### src/rtl/tpsd_pkg.sv
// Shared types, constants and the phase sequence table for the three-phase
// sensor direction decoder. No dependencies.
`timescale 1ns / 1ps

package tpsd_pkg;

    // default converter sample width
    localparam int SAMPLE_BITS_DEFAULT = 10;

    // sensor channels, one comparator lane each
    localparam int NUM_LANES = 3;

    localparam int PHASE_BITS = 3;
    localparam int DIR_BITS   = 2;

    // configuration register indexes
    localparam int CFG_INDEX_BITS = 2;
    localparam logic [CFG_INDEX_BITS-1:0] REG_CENTER_CH1 = 2'd0;
    localparam logic [CFG_INDEX_BITS-1:0] REG_CENTER_CH2 = 2'd1;
    localparam logic [CFG_INDEX_BITS-1:0] REG_CENTER_CH3 = 2'd2;
    localparam logic [CFG_INDEX_BITS-1:0] REG_HYSTERESIS = 2'd3;

    // register reset values
    localparam int CENTER_RESET     = 425;
    localparam int HYSTERESIS_RESET = 20;

    // direction codes
    localparam logic [DIR_BITS-1:0] DIR_NONE = 2'd0;
    localparam logic [DIR_BITS-1:0] DIR_UP   = 2'd1;
    localparam logic [DIR_BITS-1:0] DIR_DOWN = 2'd2;

    // marks a phase outside the six-step sequence
    localparam logic [PHASE_BITS-1:0] PHASE_NONE = 3'd0;

    typedef logic [PHASE_BITS-1:0] phase_t;

    // one result word
    typedef struct packed {
        logic [DIR_BITS-1:0] direction;
        phase_t              phase_now;
        phase_t              phase_before;
    } tpsd_result_t;

    // forward successor along 4,6,2,3,1,5; PHASE_NONE for 0 and 7
    function automatic phase_t fwd_next(input phase_t phase);
        phase_t nxt;
        begin
            unique case (phase)
                3'd1:    nxt = 3'd5;
                3'd2:    nxt = 3'd3;
                3'd3:    nxt = 3'd1;
                3'd4:    nxt = 3'd6;
                3'd5:    nxt = 3'd4;
                3'd6:    nxt = 3'd2;
                default: nxt = PHASE_NONE;
            endcase
            return nxt;
        end
    endfunction

endpackage

### src/rtl/tpsd_lane.sv
// One comparator lane: hysteresis threshold for a single sensor channel.
// Depends on nothing but its parameter.
`timescale 1ns / 1ps

module tpsd_lane #(
    parameter int SAMPLE_BITS = 10
) (
    input  logic [SAMPLE_BITS-1:0] sample,
    input  logic [SAMPLE_BITS-1:0] center,
    input  logic [SAMPLE_BITS-1:0] hysteresis,
    input  logic                   prev_bit,
    output logic                   phase_bit
);

    // one extra bit so neither side wraps
    logic [SAMPLE_BITS:0] sample_ext;
    logic [SAMPLE_BITS:0] upper;
    logic [SAMPLE_BITS:0] sample_plus_h;
    logic [SAMPLE_BITS:0] center_ext;
    logic                 above;
    logic                 below;

    assign sample_ext    = {1'b0, sample};
    assign center_ext    = {1'b0, center};
    assign upper         = center_ext + {1'b0, hysteresis};
    assign sample_plus_h = sample_ext + {1'b0, hysteresis};

    // s > c + h sets, s < c - h (i.e. s + h < c) clears
    assign above = sample_ext > upper;
    assign below = sample_plus_h < center_ext;

    always_comb
    begin
        phase_bit = prev_bit;
        if (above)
        begin
            phase_bit = 1'b1;
        end
        if (below)
        begin
            phase_bit = 1'b0;
        end
    end

endmodule

### src/rtl/tpsd_merge.sv
// Merging stage: checks the new phase against the stored one along the
// six-step sequence. Depends on tpsd_pkg.
`timescale 1ns / 1ps

module tpsd_merge (
    input  tpsd_pkg::phase_t       phase_now,
    input  tpsd_pkg::phase_t       phase_before,
    output tpsd_pkg::tpsd_result_t result
);

    import tpsd_pkg::*;

    phase_t succ_before;
    phase_t succ_now;

    assign succ_before = fwd_next(phase_before);
    assign succ_now    = fwd_next(phase_now);

    // forward step wins, then reverse step, else none
    always_comb
    begin
        result.phase_now    = phase_now;
        result.phase_before = phase_before;
        if ((succ_before != PHASE_NONE) && (phase_now == succ_before))
        begin
            result.direction = DIR_UP;
        end
        else if ((succ_now != PHASE_NONE) && (phase_before == succ_now))
        begin
            result.direction = DIR_DOWN;
        end
        else
        begin
            result.direction = DIR_NONE;
        end
    end

endmodule

### src/rtl/three_phase_sensor_direction_decoder_unit.sv
// An accepted word's result is written to the output register at the accepting clock edge.
// Throughput: one word per cycle unless a full output register is not taken;
// three comparator lanes and the sequence check are combinational on the stored phase.
// Reset: asynchronous, active low; centers return to 425, hysteresis to 20,
// the stored phase to 0, and the output register empties.
`timescale 1ns / 1ps

module three_phase_sensor_direction_decoder_unit #(
    parameter int SAMPLE_BITS = tpsd_pkg::SAMPLE_BITS_DEFAULT
) (
    input  logic                            clk,
    input  logic                            rst_n,
    // configuration writes
    input  logic                            cfg_wr_en,
    input  logic [tpsd_pkg::CFG_INDEX_BITS-1:0] cfg_index,
    input  logic [SAMPLE_BITS-1:0]          cfg_data,
    // input channel
    input  logic                            in_valid,
    output logic                            in_ready,
    input  logic [SAMPLE_BITS-1:0]          sample_ch1,
    input  logic [SAMPLE_BITS-1:0]          sample_ch2,
    input  logic [SAMPLE_BITS-1:0]          sample_ch3,
    // output channel
    output logic                            out_valid,
    input  logic                            out_ready,
    output logic [tpsd_pkg::DIR_BITS-1:0]   direction,
    output logic [tpsd_pkg::PHASE_BITS-1:0] phase_now,
    output logic [tpsd_pkg::PHASE_BITS-1:0] phase_before
);

    import tpsd_pkg::*;

    logic [SAMPLE_BITS-1:0] center_reg [NUM_LANES];
    logic [SAMPLE_BITS-1:0] hysteresis_reg;
    phase_t                 last_phase_reg;
    phase_t                 phase_next;
    logic [SAMPLE_BITS-1:0] sample_lane [NUM_LANES];
    tpsd_result_t           result_next;
    tpsd_result_t           result_reg;
    logic                   out_valid_reg;
    logic                   in_accept;

    // configuration registers
    always_ff @(posedge clk or negedge rst_n)
    begin
        if (!rst_n)
        begin
            for (int i = 0; i < NUM_LANES; i++)
            begin
                center_reg[i] <= SAMPLE_BITS'(CENTER_RESET);
            end
            hysteresis_reg <= SAMPLE_BITS'(HYSTERESIS_RESET);
        end
        else if (cfg_wr_en)
        begin
            unique case (cfg_index)
                REG_CENTER_CH1: center_reg[0]  <= cfg_data;
                REG_CENTER_CH2: center_reg[1]  <= cfg_data;
                REG_CENTER_CH3: center_reg[2]  <= cfg_data;
                REG_HYSTERESIS: hysteresis_reg <= cfg_data;
                default:        ;
            endcase
        end
    end

    assign sample_lane[0] = sample_ch1;
    assign sample_lane[1] = sample_ch2;
    assign sample_lane[2] = sample_ch3;

    // one comparator lane per channel
    for (genvar g = 0; g < NUM_LANES; g++)
    begin : g_lane
        tpsd_lane #(
            .SAMPLE_BITS (SAMPLE_BITS)
        ) u_lane (
            .sample     (sample_lane[g]),
            .center     (center_reg[g]),
            .hysteresis (hysteresis_reg),
            .prev_bit   (last_phase_reg[g]),
            .phase_bit  (phase_next[g])
        );
    end

    // sequence check on new versus stored phase
    tpsd_merge u_merge (
        .phase_now    (phase_next),
        .phase_before (last_phase_reg),
        .result       (result_next)
    );

    // output register frees up when its word is taken
    assign in_ready  = !out_valid_reg || out_ready;
    assign in_accept = in_valid && in_ready;

    // stored phase and output valid
    always_ff @(posedge clk or negedge rst_n)
    begin
        if (!rst_n)
        begin
            last_phase_reg <= PHASE_NONE;
            out_valid_reg  <= 1'b0;
        end
        else
        begin
            if (in_accept)
            begin
                last_phase_reg <= phase_next;
                out_valid_reg  <= 1'b1;
            end
            else if (out_ready)
            begin
                out_valid_reg <= 1'b0;
            end
        end
    end

    // result payload
    always_ff @(posedge clk)
    begin
        if (in_accept)
        begin
            result_reg <= result_next;
        end
    end

    assign out_valid    = out_valid_reg;
    assign direction    = result_reg.direction;
    assign phase_now    = result_reg.phase_now;
    assign phase_before = result_reg.phase_before;

    // stored phase tracks the phase just reported
    a_state_matches_result: assert property (@(posedge clk) disable iff (!rst_n)
        in_accept |=> (last_phase_reg == result_reg.phase_now))
        else $error("stored phase differs from reported phase");

    // a reported step always changes the phase
    a_step_changes_phase: assert property (@(posedge clk) disable iff (!rst_n)
        (out_valid_reg && (result_reg.direction != DIR_NONE))
            |-> (result_reg.phase_now != result_reg.phase_before))
        else $error("step reported without a phase change");

    // phases outside the sequence never report a step
    a_invalid_phase_none: assert property (@(posedge clk) disable iff (!rst_n)
        (out_valid_reg && ((result_reg.phase_before == 3'd0)
            || (result_reg.phase_before == 3'd7)
            || (result_reg.phase_now == 3'd0)
            || (result_reg.phase_now == 3'd7)))
            |-> (result_reg.direction == DIR_NONE))
        else $error("step reported for an invalid phase");

    // the new word's prior phase is the previous word's phase
    a_phase_chain: assert property (@(posedge clk) disable iff (!rst_n)
        in_accept |-> (result_next.phase_before == last_phase_reg))
        else $error("prior phase not taken from stored phase");

endmodule
### config.mk
export PLATFORM = sky130hd
export DESIGN_NAME = three_phase_sensor_direction_decoder_unit
export DESIGN_NICKNAME = d
export VERILOG_FILES = /design/src/rtl/tpsd_pkg.sv /design/src/rtl/tpsd_lane.sv /design/src/rtl/tpsd_merge.sv /design/src/rtl/three_phase_sensor_direction_decoder_unit.sv
export SDC_FILE = /design/constraint.sdc
export NUM_CORES = 1
export LEC_CHECK = 0
export BUFFER_PORTS_ARGS = -buffer_cell sky130_fd_sc_hd__buf_4
export CORE_ASPECT_RATIO = 1.25
export CORE_MARGIN = 2
export CORE_UTILIZATION = 55
export DETAILED_ROUTE_END_ITERATION = 7
export PLACE_DENSITY_LB_ADDON = 0.05
export REMOVE_ABC_BUFFERS = 1
export SYNTH_ARGS = -nofsm -noshare
export SYNTH_HDL_FRONTEND = slang
export SYNTH_SLANG_ARGS = --single-unit
### constraint.sdc
create_clock -name clk -period 11.7 [get_ports clk]
set_input_delay 0.585 -clock clk [delete_from_list [all_inputs] [get_ports clk]]
set_output_delay 0.585 -clock clk [all_outputs]
set_load 0.01 [all_outputs]
==> results of run 1 <==
## layout make-up
cell class | instances | area, um^2
fillers | 862 | 3670
multi-input cells | 484 | 3990
inverters | 53 | 199
clock inverters | 3 | 26.3
repair buffers | 56 | 420
clock buffers | 5 | 125
flip-flops and latches | 52 | 1360
well taps | 129 | 161
## kinds of logic (layout without fill, tap and decap cells)
group | Yosys count | in the layout | synth area share, %
compound gates | 169 | 169 | 19.3
fa+ha+maj | 123 | 123 | 28.5
simple gates | 113 | 113 | 10.1
buf+inv | 57 | 117 | 3.85
flops | 52 | 52 | 24.5
xor+xnor | 48 | 48 | 7.56
mux | 31 | 31 | 6.28
## through the flow
step	setup slack (ns)	area (um^2)	power, mW	cells	utilization, %
2_1_floorplan	7.63	5550	0.870	589	-
3_3_place_gp	7.10	6130	1.03	774	61.6
3_5_place_dp	6.92	6130	1.06	774	61.6
4_1_cts	6.87	6290	1.22	782	63.2
5_1_grt	6.37	6290	1.34	782	63.2
6_report	6.81	6290	1.22	782	63.2
## routing by layer
metal  up-vias  share of wire, %
met5         -                 0
met4         0               3.5
met3        30               2.9
met2        98                50
met1      2164                43
li1       2287                 -
## worst max-delay path, cell delays in order, from the launching register on
cell	delay (ns)
dfrtp_1	0.76
ha_1	0.35
a21o_1	0.17
a21oi_1	0.28
o21bai_1	0.12
a21oi_1	0.25
o21ai_0	0.19
a21o_1	0.21
a21oi_1	0.17
xor2_1	0.10
ha_1	0.30
o21a_1	0.12
nor2_1	0.03
a2111oi_0	0.45
nand4_1	0.20
a21oi_1	0.45
xor2_1	0.13
a221o_1	0.34
## placed cells by master, fill, tap and decap left out, types with 2 or more instances in the layout
cell type	instances
o211a_1	2
dfrtp_1	27
nand3b_1	4
o31ai_1	3
inv_1	53
nor3_1	6
o41ai_1	2
nand3_1	10
o21bai_1	10
nand2_1	36
fa_1	6
a21oi_1	57
buf_4	56
nor2b_1	4
o21ai_0	39
a211o_1	3
a21o_1	17
a211oi_1	11
xnor2_1	30
edfxtp_1	8
mux2_2	31
dfstp_2	17
nand2b_1	7
xor2_1	18
clkbuf_16	5
nor4_1	6
or3_1	3
o21a_1	11
nor2_1	22
a2111oi_0	3
ha_1	117
nand4_1	6
## path summary, 6_finish.rpt
path / startpoint / endpoint / slack, ns / cells after the start
max: hysteresis_reg[1] / direction[0] / 6.81 / 17
min: rst_n / out_valid / 0.28 / 1
max reg2reg: hysteresis_reg[1] / direction[0] / 6.81 / 17
min reg2reg: center_reg[25] / center_reg[25] / 0.52 / 2
max in group asynchronous: rst_n / hysteresis_reg[3] / 11.02 / 1
min in group clk: in_valid / out_valid / 0.50 / 2
## power groups by stage
stage	Combinational (mW)	Clock [mW]	Sequential, mW
global placement	0.736	0	0.296
finish	0.771	0.152	0.294
floorplan	0.597	0	0.273
detailed placement	0.764	0	0.297
CTS	0.771	0.156	0.294
global route	0.884	0.161	0.299
==> run metrics, run 1 <==
Num CTS Buffers=5; die height=~120 um; type of origin of the critical path=flip-flop; Yosys top cell by area=ha_1; Synth top area share=a little over a quarter; Leak=3.01 nW; DR DRC count=0; setup bufs post-CTS=0; number of flops mapped to enable cells by yosys=8; GRT overflow=0; Detail Placement HPWL=11.0 mm; Crit path arrival time=roughly 4.9 ns; Comb power frac=63.3%; total core area=between 9000 and 10,000 um^2; ys async rst share=between 80% and 90%; Synthesis Warnings=0; Max-slew headroom=between 20% and 30%; All-Layer GR Usage=around 26%; vias in the first global route=about 4,500; Worst EP required=about 12 ns; Final Hold Fails=0; top cells by count, synth=ha_1, a21oi_1, inv_1; period utilization=41.8%; worst slew pin tran=between 1 and 1.5 ns; CTS H-tree lvls=2; clk sinks=52; post-synth cell types=52; share of power burned in registers=between 20% and 30%; GPL Wtd Cong=0.847; register bit total from synthesis=52; Total Routed Length=between 10 and 15 mm; largest net degree at the start of global routing=45; status=completed; Clk network pwr share=approximately an eighth; Psw=0.539 mW; Area contributors post-synth=ha_1, dfrtp_1, dfstp_2; Net Sw Frac=between 40% and 50%; Setup TNS Final=0 ns; hold_ws=around 0.28 ns; post-route ant nets=0; nets=just over 800; hold_buf cts=0; Area Growth Syn to Fin=13.0%; worst IR drop on VDD=just over 0.09 mV; Hold Path Class=in -> async; share of layout cells above drive strength 1=between 10% and 20%; # resized after CTS=0; # rows=41; Tmin final=4.89 ns; diode count=0; Vias=around 4,600; power density over cell area=slightly below 200 nW/um^2; WL per Instance=between 15 and 20 um; Setup-failing EPs final=0; fmax=0.204 GHz; Root Buffer=clkbuf_16; Worst Setup End Kind=flip-flop; DRT Pass-1 Iters=4; DR vias/cell=5.86; Cells after Synth=approximately 590; die area=10,900 um^2; clock-pin slew on the worst setup and hold paths=~0.070 ns; antenna violations before repair=0; Syn Std Cell Area=between 5000 and 6000 um^2; ys flop type=dfrtp_1; Max FO, Critical Path=13; Initial Util=55.9%; grt met1 use=about a third; first-pass GRT wire length=around 22 mm; IO Port Bufs=56; Final Max Slew Viols=0; Most Crowded Layer GR=met2; io pins=57; critical path class=reg -> reg; max reg flops=30; RSZ-0062 raised after global routing=false; DIE WIDTH=roughly 94 um; CTS tree=built; GR Layer Usage met2=46.7%; Skew-Pair Late Insertion Delay=between 0.2 and 0.3 ns; max cap viols=0; Seq/Total Area, Yosys=between 20% and 30%; M3 GR Usage=between 3 and 4%; clock buffer depth=2; clock skew=roughly 0.0036 ns; top-count cell post-synth=ha_1; Internal=about 0.68 mW; initial detailed-routing violation count=143; Syn Area/Cell=9.38 um^2
Power figures use the tool's default switching activity.
==> run 2: changes to the inputs <==
- clock period: 11.7 -> 4.2 ns (I/O delays scaled with it)
==> run 2 against run 1 <==
Against the previous run: final cell count increased by 5.4%; count of clock-buffer cells in the layout increased by 2; fmax increased by 20%; clock skew about the same; sequential power increased to 2.7 times the previous value; largest power group unchanged.
==> run metrics, run 2 (synthesis gave the netlist of run 1 again) <==
share of layout cells above drive strength 1=29.8% (was 18.5%); Clk network pwr share=13.7% (was 12.5%); Total Power=3.97 mW (was 1.22 mW); DR DRC count=0 (unchanged); type of origin of the critical path=flip-flop (unchanged); Total Routed Length=14.5 mm (was 13.7 mm); WL per Instance=17.6 um (was 17.5 um); GPL Wtd Cong=0.894 (was 0.847); io pins=57 (unchanged); CTS H-tree lvls=2 (unchanged); DRT Pass-1 Iters=4 (unchanged); Setup TNS Final=0 ns (unchanged); Vias=4,734 (was 4,579); slowest cell on the critical path=dfrtp_2 (was dfrtp_1); design area=6860 um^2 (was 6290 um^2); hold_ws=0.126 ns (was 0.285 ns); worst IR drop on VDD=0.276 mV (was 0.0935 mV); DIE WIDTH=94.0 um (unchanged); PnR worst setup slack=0.105 ns (was 6.81 ns); diode count=0 (unchanged); biggest cell delay along the critical path=0.46 ns (was 0.76 ns); RSZ-0062 raised after global routing=true (was false); Worst path top cell family by delay=compound AO/OA/AOI/OAI gates (unchanged); Crit path arrival time=4.14 ns (was 4.94 ns); Skew-Pair Late Insertion Delay=0.29 ns (about the same); power density over cell area=578 nW/um^2 (was 194 nW/um^2); Fillers=848 (was 862); largest net degree at the start of global routing=45 (unchanged); DR vias/cell=5.75 (was 5.86); Setup-failing EPs final=0 (unchanged); critical path class=reg -> reg (unchanged); most used cell, CP=buf_4 (was a21oi_1); Tmin final=4.10 ns (was 4.89 ns); Initial Util=55.9% (unchanged); Final Max Slew Viols=0 (unchanged); status=completed (unchanged); Num CTS Buffers=5 (unchanged); antenna violations before repair=0 (unchanged); share of power burned in registers=19.9% (was 24.2%); total core area=9950 um^2 (unchanged); clock skew=0.00349 ns (was 0.00362 ns); vias in the first global route=4,705 (was 4,458); max reg flops=30 (unchanged); initial detailed-routing violation count=144 (was 143); Max-slew headroom=28.1% (was 28.5%); Psw=1.66 mW (was 0.539 mW); first-pass GRT wire length=22.7 mm (was 21.7 mm); max cap viols=0 (unchanged); fmax=0.244 GHz (was 0.204 GHz); GRT overflow=0 (unchanged); clock buffer depth=2 (unchanged); period utilization=97.5% (was 41.8%); Worst Setup End Kind=flip-flop (unchanged); dpl cell area=6370 um^2 (was 6130 um^2); Hold Path Class=in -> reg (was in -> async); Leak=3.25 nW (was 3.01 nW); sequence of cells on the critical path=ha_2, fa_2, a21oi_4, o211ai_1, o41ai_2, buf_4, xor2_1, ha_1, and3_1, o211a_1, a211oi_1, o22a_1, a211o_4, buf_4, nand4_1, o41ai_1, a221o_1 (was ha_1, a21o_1, a21oi_1, o21bai_1, a21oi_1, o21ai_0, a21o_1, a21oi_1, xor2_1, ha_1, o21a_1, nor2_1, a2111oi_0, nand4_1, a21oi_1, xor2_1, a221o_1); All-Layer GR Usage=26.9% (was 25.7%); nets=864 (was 822); Internal=2.31 mW (was 0.679 mW); Place WS=-0.169 ns (was 6.92 ns); Max FO, Critical Path=6 (was 13); clock-pin slew on the worst setup and hold paths=0.07 ns (about the same); IO Port Bufs=56 (unchanged); Final Hold Fails=0 (unchanged); most common cell after layout, fill and taps aside=ha_1 (unchanged); Worst EP required=4.24 ns (was 11.74 ns); Detail Placement HPWL=11.6 mm (was 11.0 mm); die height=116 um (unchanged); Net Sw Frac=41.9% (was 44.3%); most frequent cells in the layout=ha_1, buf_4, inv_1 (was ha_1, a21oi_1, buf_4); worst slew pin tran=1.07 ns (about the same); Crit path buffers/inverters=2 (was 0); die area=10,900 um^2 (unchanged); Root Buffer=clkbuf_16 (unchanged); post-route ant nets=0 (unchanged); # rows=41 (unchanged); Area Growth Syn to Fin=23.3% (was 13.0%); clk sinks=52 (unchanged); Comb power frac=66.3% (was 63.3%); CTS tree=built (unchanged)
[run 2: cell count changes in the layout (fill, tap and decap cells not counted), moves of 5 or more]
cell / delta
buf_4: +41
a21oi_1: -19
fa_1: -5
a21oi_2: +18
fa_2: +5
o21ai_1: +10
o21ai_0: -11
[run 2: final cells by class]
type / instances / area (um^2) / area share [%]
Clock inverter: 1 / 30.0 / 0.438
Inverter: 53 / 199 / 2.90
Clock buffer: 7 / 175 / 2.55
Tap cell: 129 / 161 / 2.35
Timing Repair Buffer: 98 / 738 / 10.8
Multi-Input combinational cell: 484 / 4190 / 61.0
Sequential cell: 52 / 1370 / 19.9
[run 2: worst paths after layout]
check | from | end | slack, ns | cells past startpoint
setup / recovery | hysteresis_reg[0] | direction[0] | 0.10 | 17
hold / removal | in_valid | out_valid | 0.13 | 2
setup reg to reg | hysteresis_reg[0] | direction[0] | 0.10 | 17
hold reg to reg | center_reg[28] | center_reg[28] | 0.54 | 2
max in group asynchronous | rst_n | hysteresis_reg[3] | 3.30 | 2
min in group asynchronous | rst_n | last_phase_reg[2] | 0.46 | 2
[run 2: power groups by stage]
stage	Clock [mW]	Combinational, mW	Sequential, mW
after floorplan	0	1.66	0.760
after global placement	0	2.31	0.801
after detailed placement	0	2.38	0.802
after CTS	0.550	2.45	0.790
after global routing	0.569	2.95	0.804
final	0.545	2.63	0.790
[run 2: timing repair]
item                                    CTS  global route
pin swaps                                 7            25
gates resized for setup                  14            48
hold endpoints to repair                 27             0
endpoints found under the setup margin    2             4
setup buffers                             4             6
hold buffers                              1             0
[run 2: layer usage]
metal / vias to the layer above / GRT usage [%] / wire, um
li1: 2381 / - / -
met4: 0 / 6.67 / 206
met5: - / 0 / 0
met2: 81 / 50.6 / 7780
met1: 2255 / 32.7 / 6140
met3: 17 / 2.58 / 357
[run 2: per-stage QoR]
step,utilization [%],std cells
2_1_floorplan,-,589
3_3_place_gp,64.0,805
3_5_place_dp,64.0,805
4_1_cts,66.9,818
5_1_grt,68.9,824
6_report,68.9,824
[run 2: worst reg2reg max path, stage by stage (launching register included)]
cell and delay [ns]:
dfrtp_2 0.46, ha_2 0.21, fa_2 0.37, a21oi_4 0.19, o211ai_1 0.17, o41ai_2 0.24, buf_4 0.17, xor2_1 0.06
ha_1 0.31, and3_1 0.16, o211a_1 0.17, a211oi_1 0.06, o22a_1 0.22, a211o_4 0.34, buf_4 0.16, nand4_1 0.12
o41ai_1 0.09, a221o_1 0.36
==> run 3: changes to the inputs <==
- CAP_MARGIN: unset -> 25
- CELL_PAD_IN_SITES_DETAIL_PLACEMENT: unset -> 0
- CELL_PAD_IN_SITES_GLOBAL_PLACEMENT: unset -> 1
- CORE_UTILIZATION: 55 -> 43
- RECOVER_POWER: unset -> 100
==> run 3 against run 2 <==
Against the previous run: the flow now finishes with violations (max-capacitance violations, max-slew violations); clock skew up 0.0068 ns; critical endpoint is now direction[1]; worst hold slack worse by 0.0076 ns; first-iteration DRC count shrank 16%; highest routed layer unchanged; via count decreased by 2.1%; fmax decreased by 0.94%; flip-flop and latch count is the same.
==> run metrics, run 3 (synthesis gave the netlist of run 1 again) <==
DIE WIDTH=106 um (was 94.0 um); CTS H-tree lvls=2 (unchanged); Max-slew headroom=-71.6% (was 28.1%); type of origin of the critical path=flip-flop (unchanged); design area=6760 um^2 (was 6860 um^2); Tmin final=4.13 ns (was 4.10 ns); Total Routed Length=15.4 mm (was 14.5 mm); placed cell count=840 (was 805); first-pass GRT wire length=24.3 mm (was 22.7 mm); Place WS=-0.167 ns (was -0.169 ns); GPL Wtd Cong=0.871 (was 0.894); WL per Instance=17.9 um (was 17.6 um); non-filler instance count after layout=860 (was 824); Hold Path Class=in -> reg (unchanged); Root Buffer=clkbuf_16 (unchanged); post-route ant nets=0 (unchanged); DR DRC count=0 (unchanged); Leak=3.18 nW (was 3.25 nW); clk sinks=52 (unchanged); status=finished, violations left (was completed); diode count=0 (unchanged); failing checks=max-capacitance violations, max-slew violations; slowest cell on the critical path=dfstp_2 (was dfrtp_2); max reg flops=30 (unchanged); Final Hold Fails=0 (unchanged); fmax=0.242 GHz (was 0.244 GHz); CTS tree=built (unchanged); largest net degree at the start of global routing=45 (unchanged); Num CTS Buffers=5 (unchanged); Initial Util=43.9% (was 55.9%); worst IR drop on VDD=0.294 mV (was 0.276 mV); Final Util=53.4% (was 68.9%); Crit path arrival time=4.25 ns (was 4.14 ns); Area Growth Syn to Fin=21.5% (was 23.3%); io pins=57 (unchanged); initial detailed-routing violation count=121 (was 144); Worst Setup End Kind=flip-flop (unchanged); Final Max Slew Viols=45 (was 0); Total Power=3.80 mW (was 3.97 mW); IO Port Bufs=56 (unchanged); Worst path top cell family by delay=compound AO/OA/AOI/OAI gates (unchanged); RSZ-0062 raised after global routing=true (unchanged); total core area=12,700 um^2 (was 9950 um^2); max cap viols=1 (was 0); Vias=4,634 (was 4,734); power density over cell area=563 nW/um^2 (was 578 nW/um^2); Skew-Pair Late Insertion Delay=0.31 ns (was 0.29 ns); DR vias/cell=5.39 (was 5.75); most frequent cells in the layout=ha_1, buf_4, inv_1 (unchanged); die area=13,900 um^2 (was 10,900 um^2); die height=131 um (was 116 um); Max FO, Critical Path=6 (unchanged); # rows=46 (was 41); most common cell after layout, fill and taps aside=ha_1 (unchanged); biggest cell delay along the critical path=0.62 ns (was 0.46 ns); nets=861 (was 864); vias in the first global route=4,759 (was 4,705); GRT overflow=0 (unchanged); dpl cell area=6390 um^2 (was 6370 um^2); Detail Placement HPWL=12.4 mm (was 11.6 mm); antenna violations before repair=0 (unchanged); clock buffer depth=2 (unchanged); PnR worst setup slack=0.0659 ns (was 0.105 ns); share of layout cells above drive strength 1=27.0% (was 29.8%); Setup-failing EPs final=0 (unchanged); DRT Pass-1 Iters=4 (unchanged); sequence of cells on the critical path=ha_1, nor2b_2, o31a_1, o211a_1, nor2_2, xnor2_1, ha_1, a211o_1, or4_4, o31ai_4, a211o_4, nand2_2, a211o_1, a2111oi_4 (was ha_2, fa_2, a21oi_4, o211ai_1, o41ai_2, buf_4, xor2_1, ha_1, and3_1, o211a_1, a211oi_1, o22a_1, a211o_4, buf_4, nand4_1, o41ai_1, a221o_1); clock skew=0.0103 ns (was 0.00349 ns); Crit path buffers/inverters=0 (was 2); clock-pin slew on the worst setup and hold paths=0.08 ns (was 0.07 ns); Worst EP required=4.32 ns (was 4.24 ns); All-Layer GR Usage=22.6% (was 26.9%); critical path class=reg -> reg (unchanged); period utilization=98.4% (was 97.5%); worst slew pin tran=2.57 ns (was 1.07 ns)
==> run 3: timing repair <==
action                                 in CTS  in global routing
setup buffers                               8                  3
pin swaps                                  15                 24
hold buffers                                1                  0
resized for setup                          21                 34
setup endpoints to repair                   2                  2
endpoints found under the hold margin      27                  0
==> run 3: worst reg2reg max path, delay by kind of cell, from the launching register on <==
family	cells	cell delay (ns)
AOI/OAI and AO/OA	7	1.79
xor gates and xnor gates	1	0.14
adders and majority gates	2	0.56
DFF	1	0.62
and+or+nand+nor	4	0.83
==> run 3: where the power goes <==
| part | leakage (nW) | total (mW) | switching [mW] | internal [mW] |
|---|---|---|---|---|
| clock network | 0.0751 | 0.441 | 0.215 | 0.227 |
| logic | 2.52 | 2.57 | 1.33 | 1.24 |
| registers | 0.581 | 0.796 | 0.143 | 0.653 |
==> run 3: area by class of cell <==
cell class              instances  area [um^2]
flip-flops and latches         52         1360
well taps                     168          210
inverters                      53          199
repair buffers                 95          671
multi-input cells             484         4160
fillers                      1197         5910
clock buffers                   5          125
clock inverters                 3         23.8
==> run 3: path summary, 6_finish.rpt <==
| path | to | cells after the start | from | slack (ns) |
|---|---|---|---|---|
| setup / recovery | direction[1] | 14 | hysteresis_reg[2] | 0.07 |
| hold reg to reg | center_reg[23] | 2 | center_reg[23] | 0.53 |
| min in group asynchronous | out_valid | 2 | rst_n | 1.24 |
| hold / removal | out_valid | 2 | in_valid | 0.12 |
| max in group asynchronous | hysteresis_reg[0] | 2 | rst_n | 1.30 |
| setup reg to reg | direction[1] | 14 | hysteresis_reg[2] | 0.07 |
==> run 3: metal layers <==
metal	vias to the layer above	part of all wire (%)	track usage (%)
met1	2177	42	26.0
met4	0	3.0	7.09
met3	24	2.5	3.52
met5	-	0	0
li1	2366	-	-
met2	67	53	42.3
==> run 3: per-stage QoR <==
step | hold slack, ns | setup TNS, ns
3_5_place_dp | 0.259 | -0.218
4_1_cts | 0.116 | 0
5_1_grt | 0.129 | -0.220
3_3_place_gp | 0.249 | -0.158
6_report | 0.118 | 0
2_1_floorplan | -0.0856 | 0
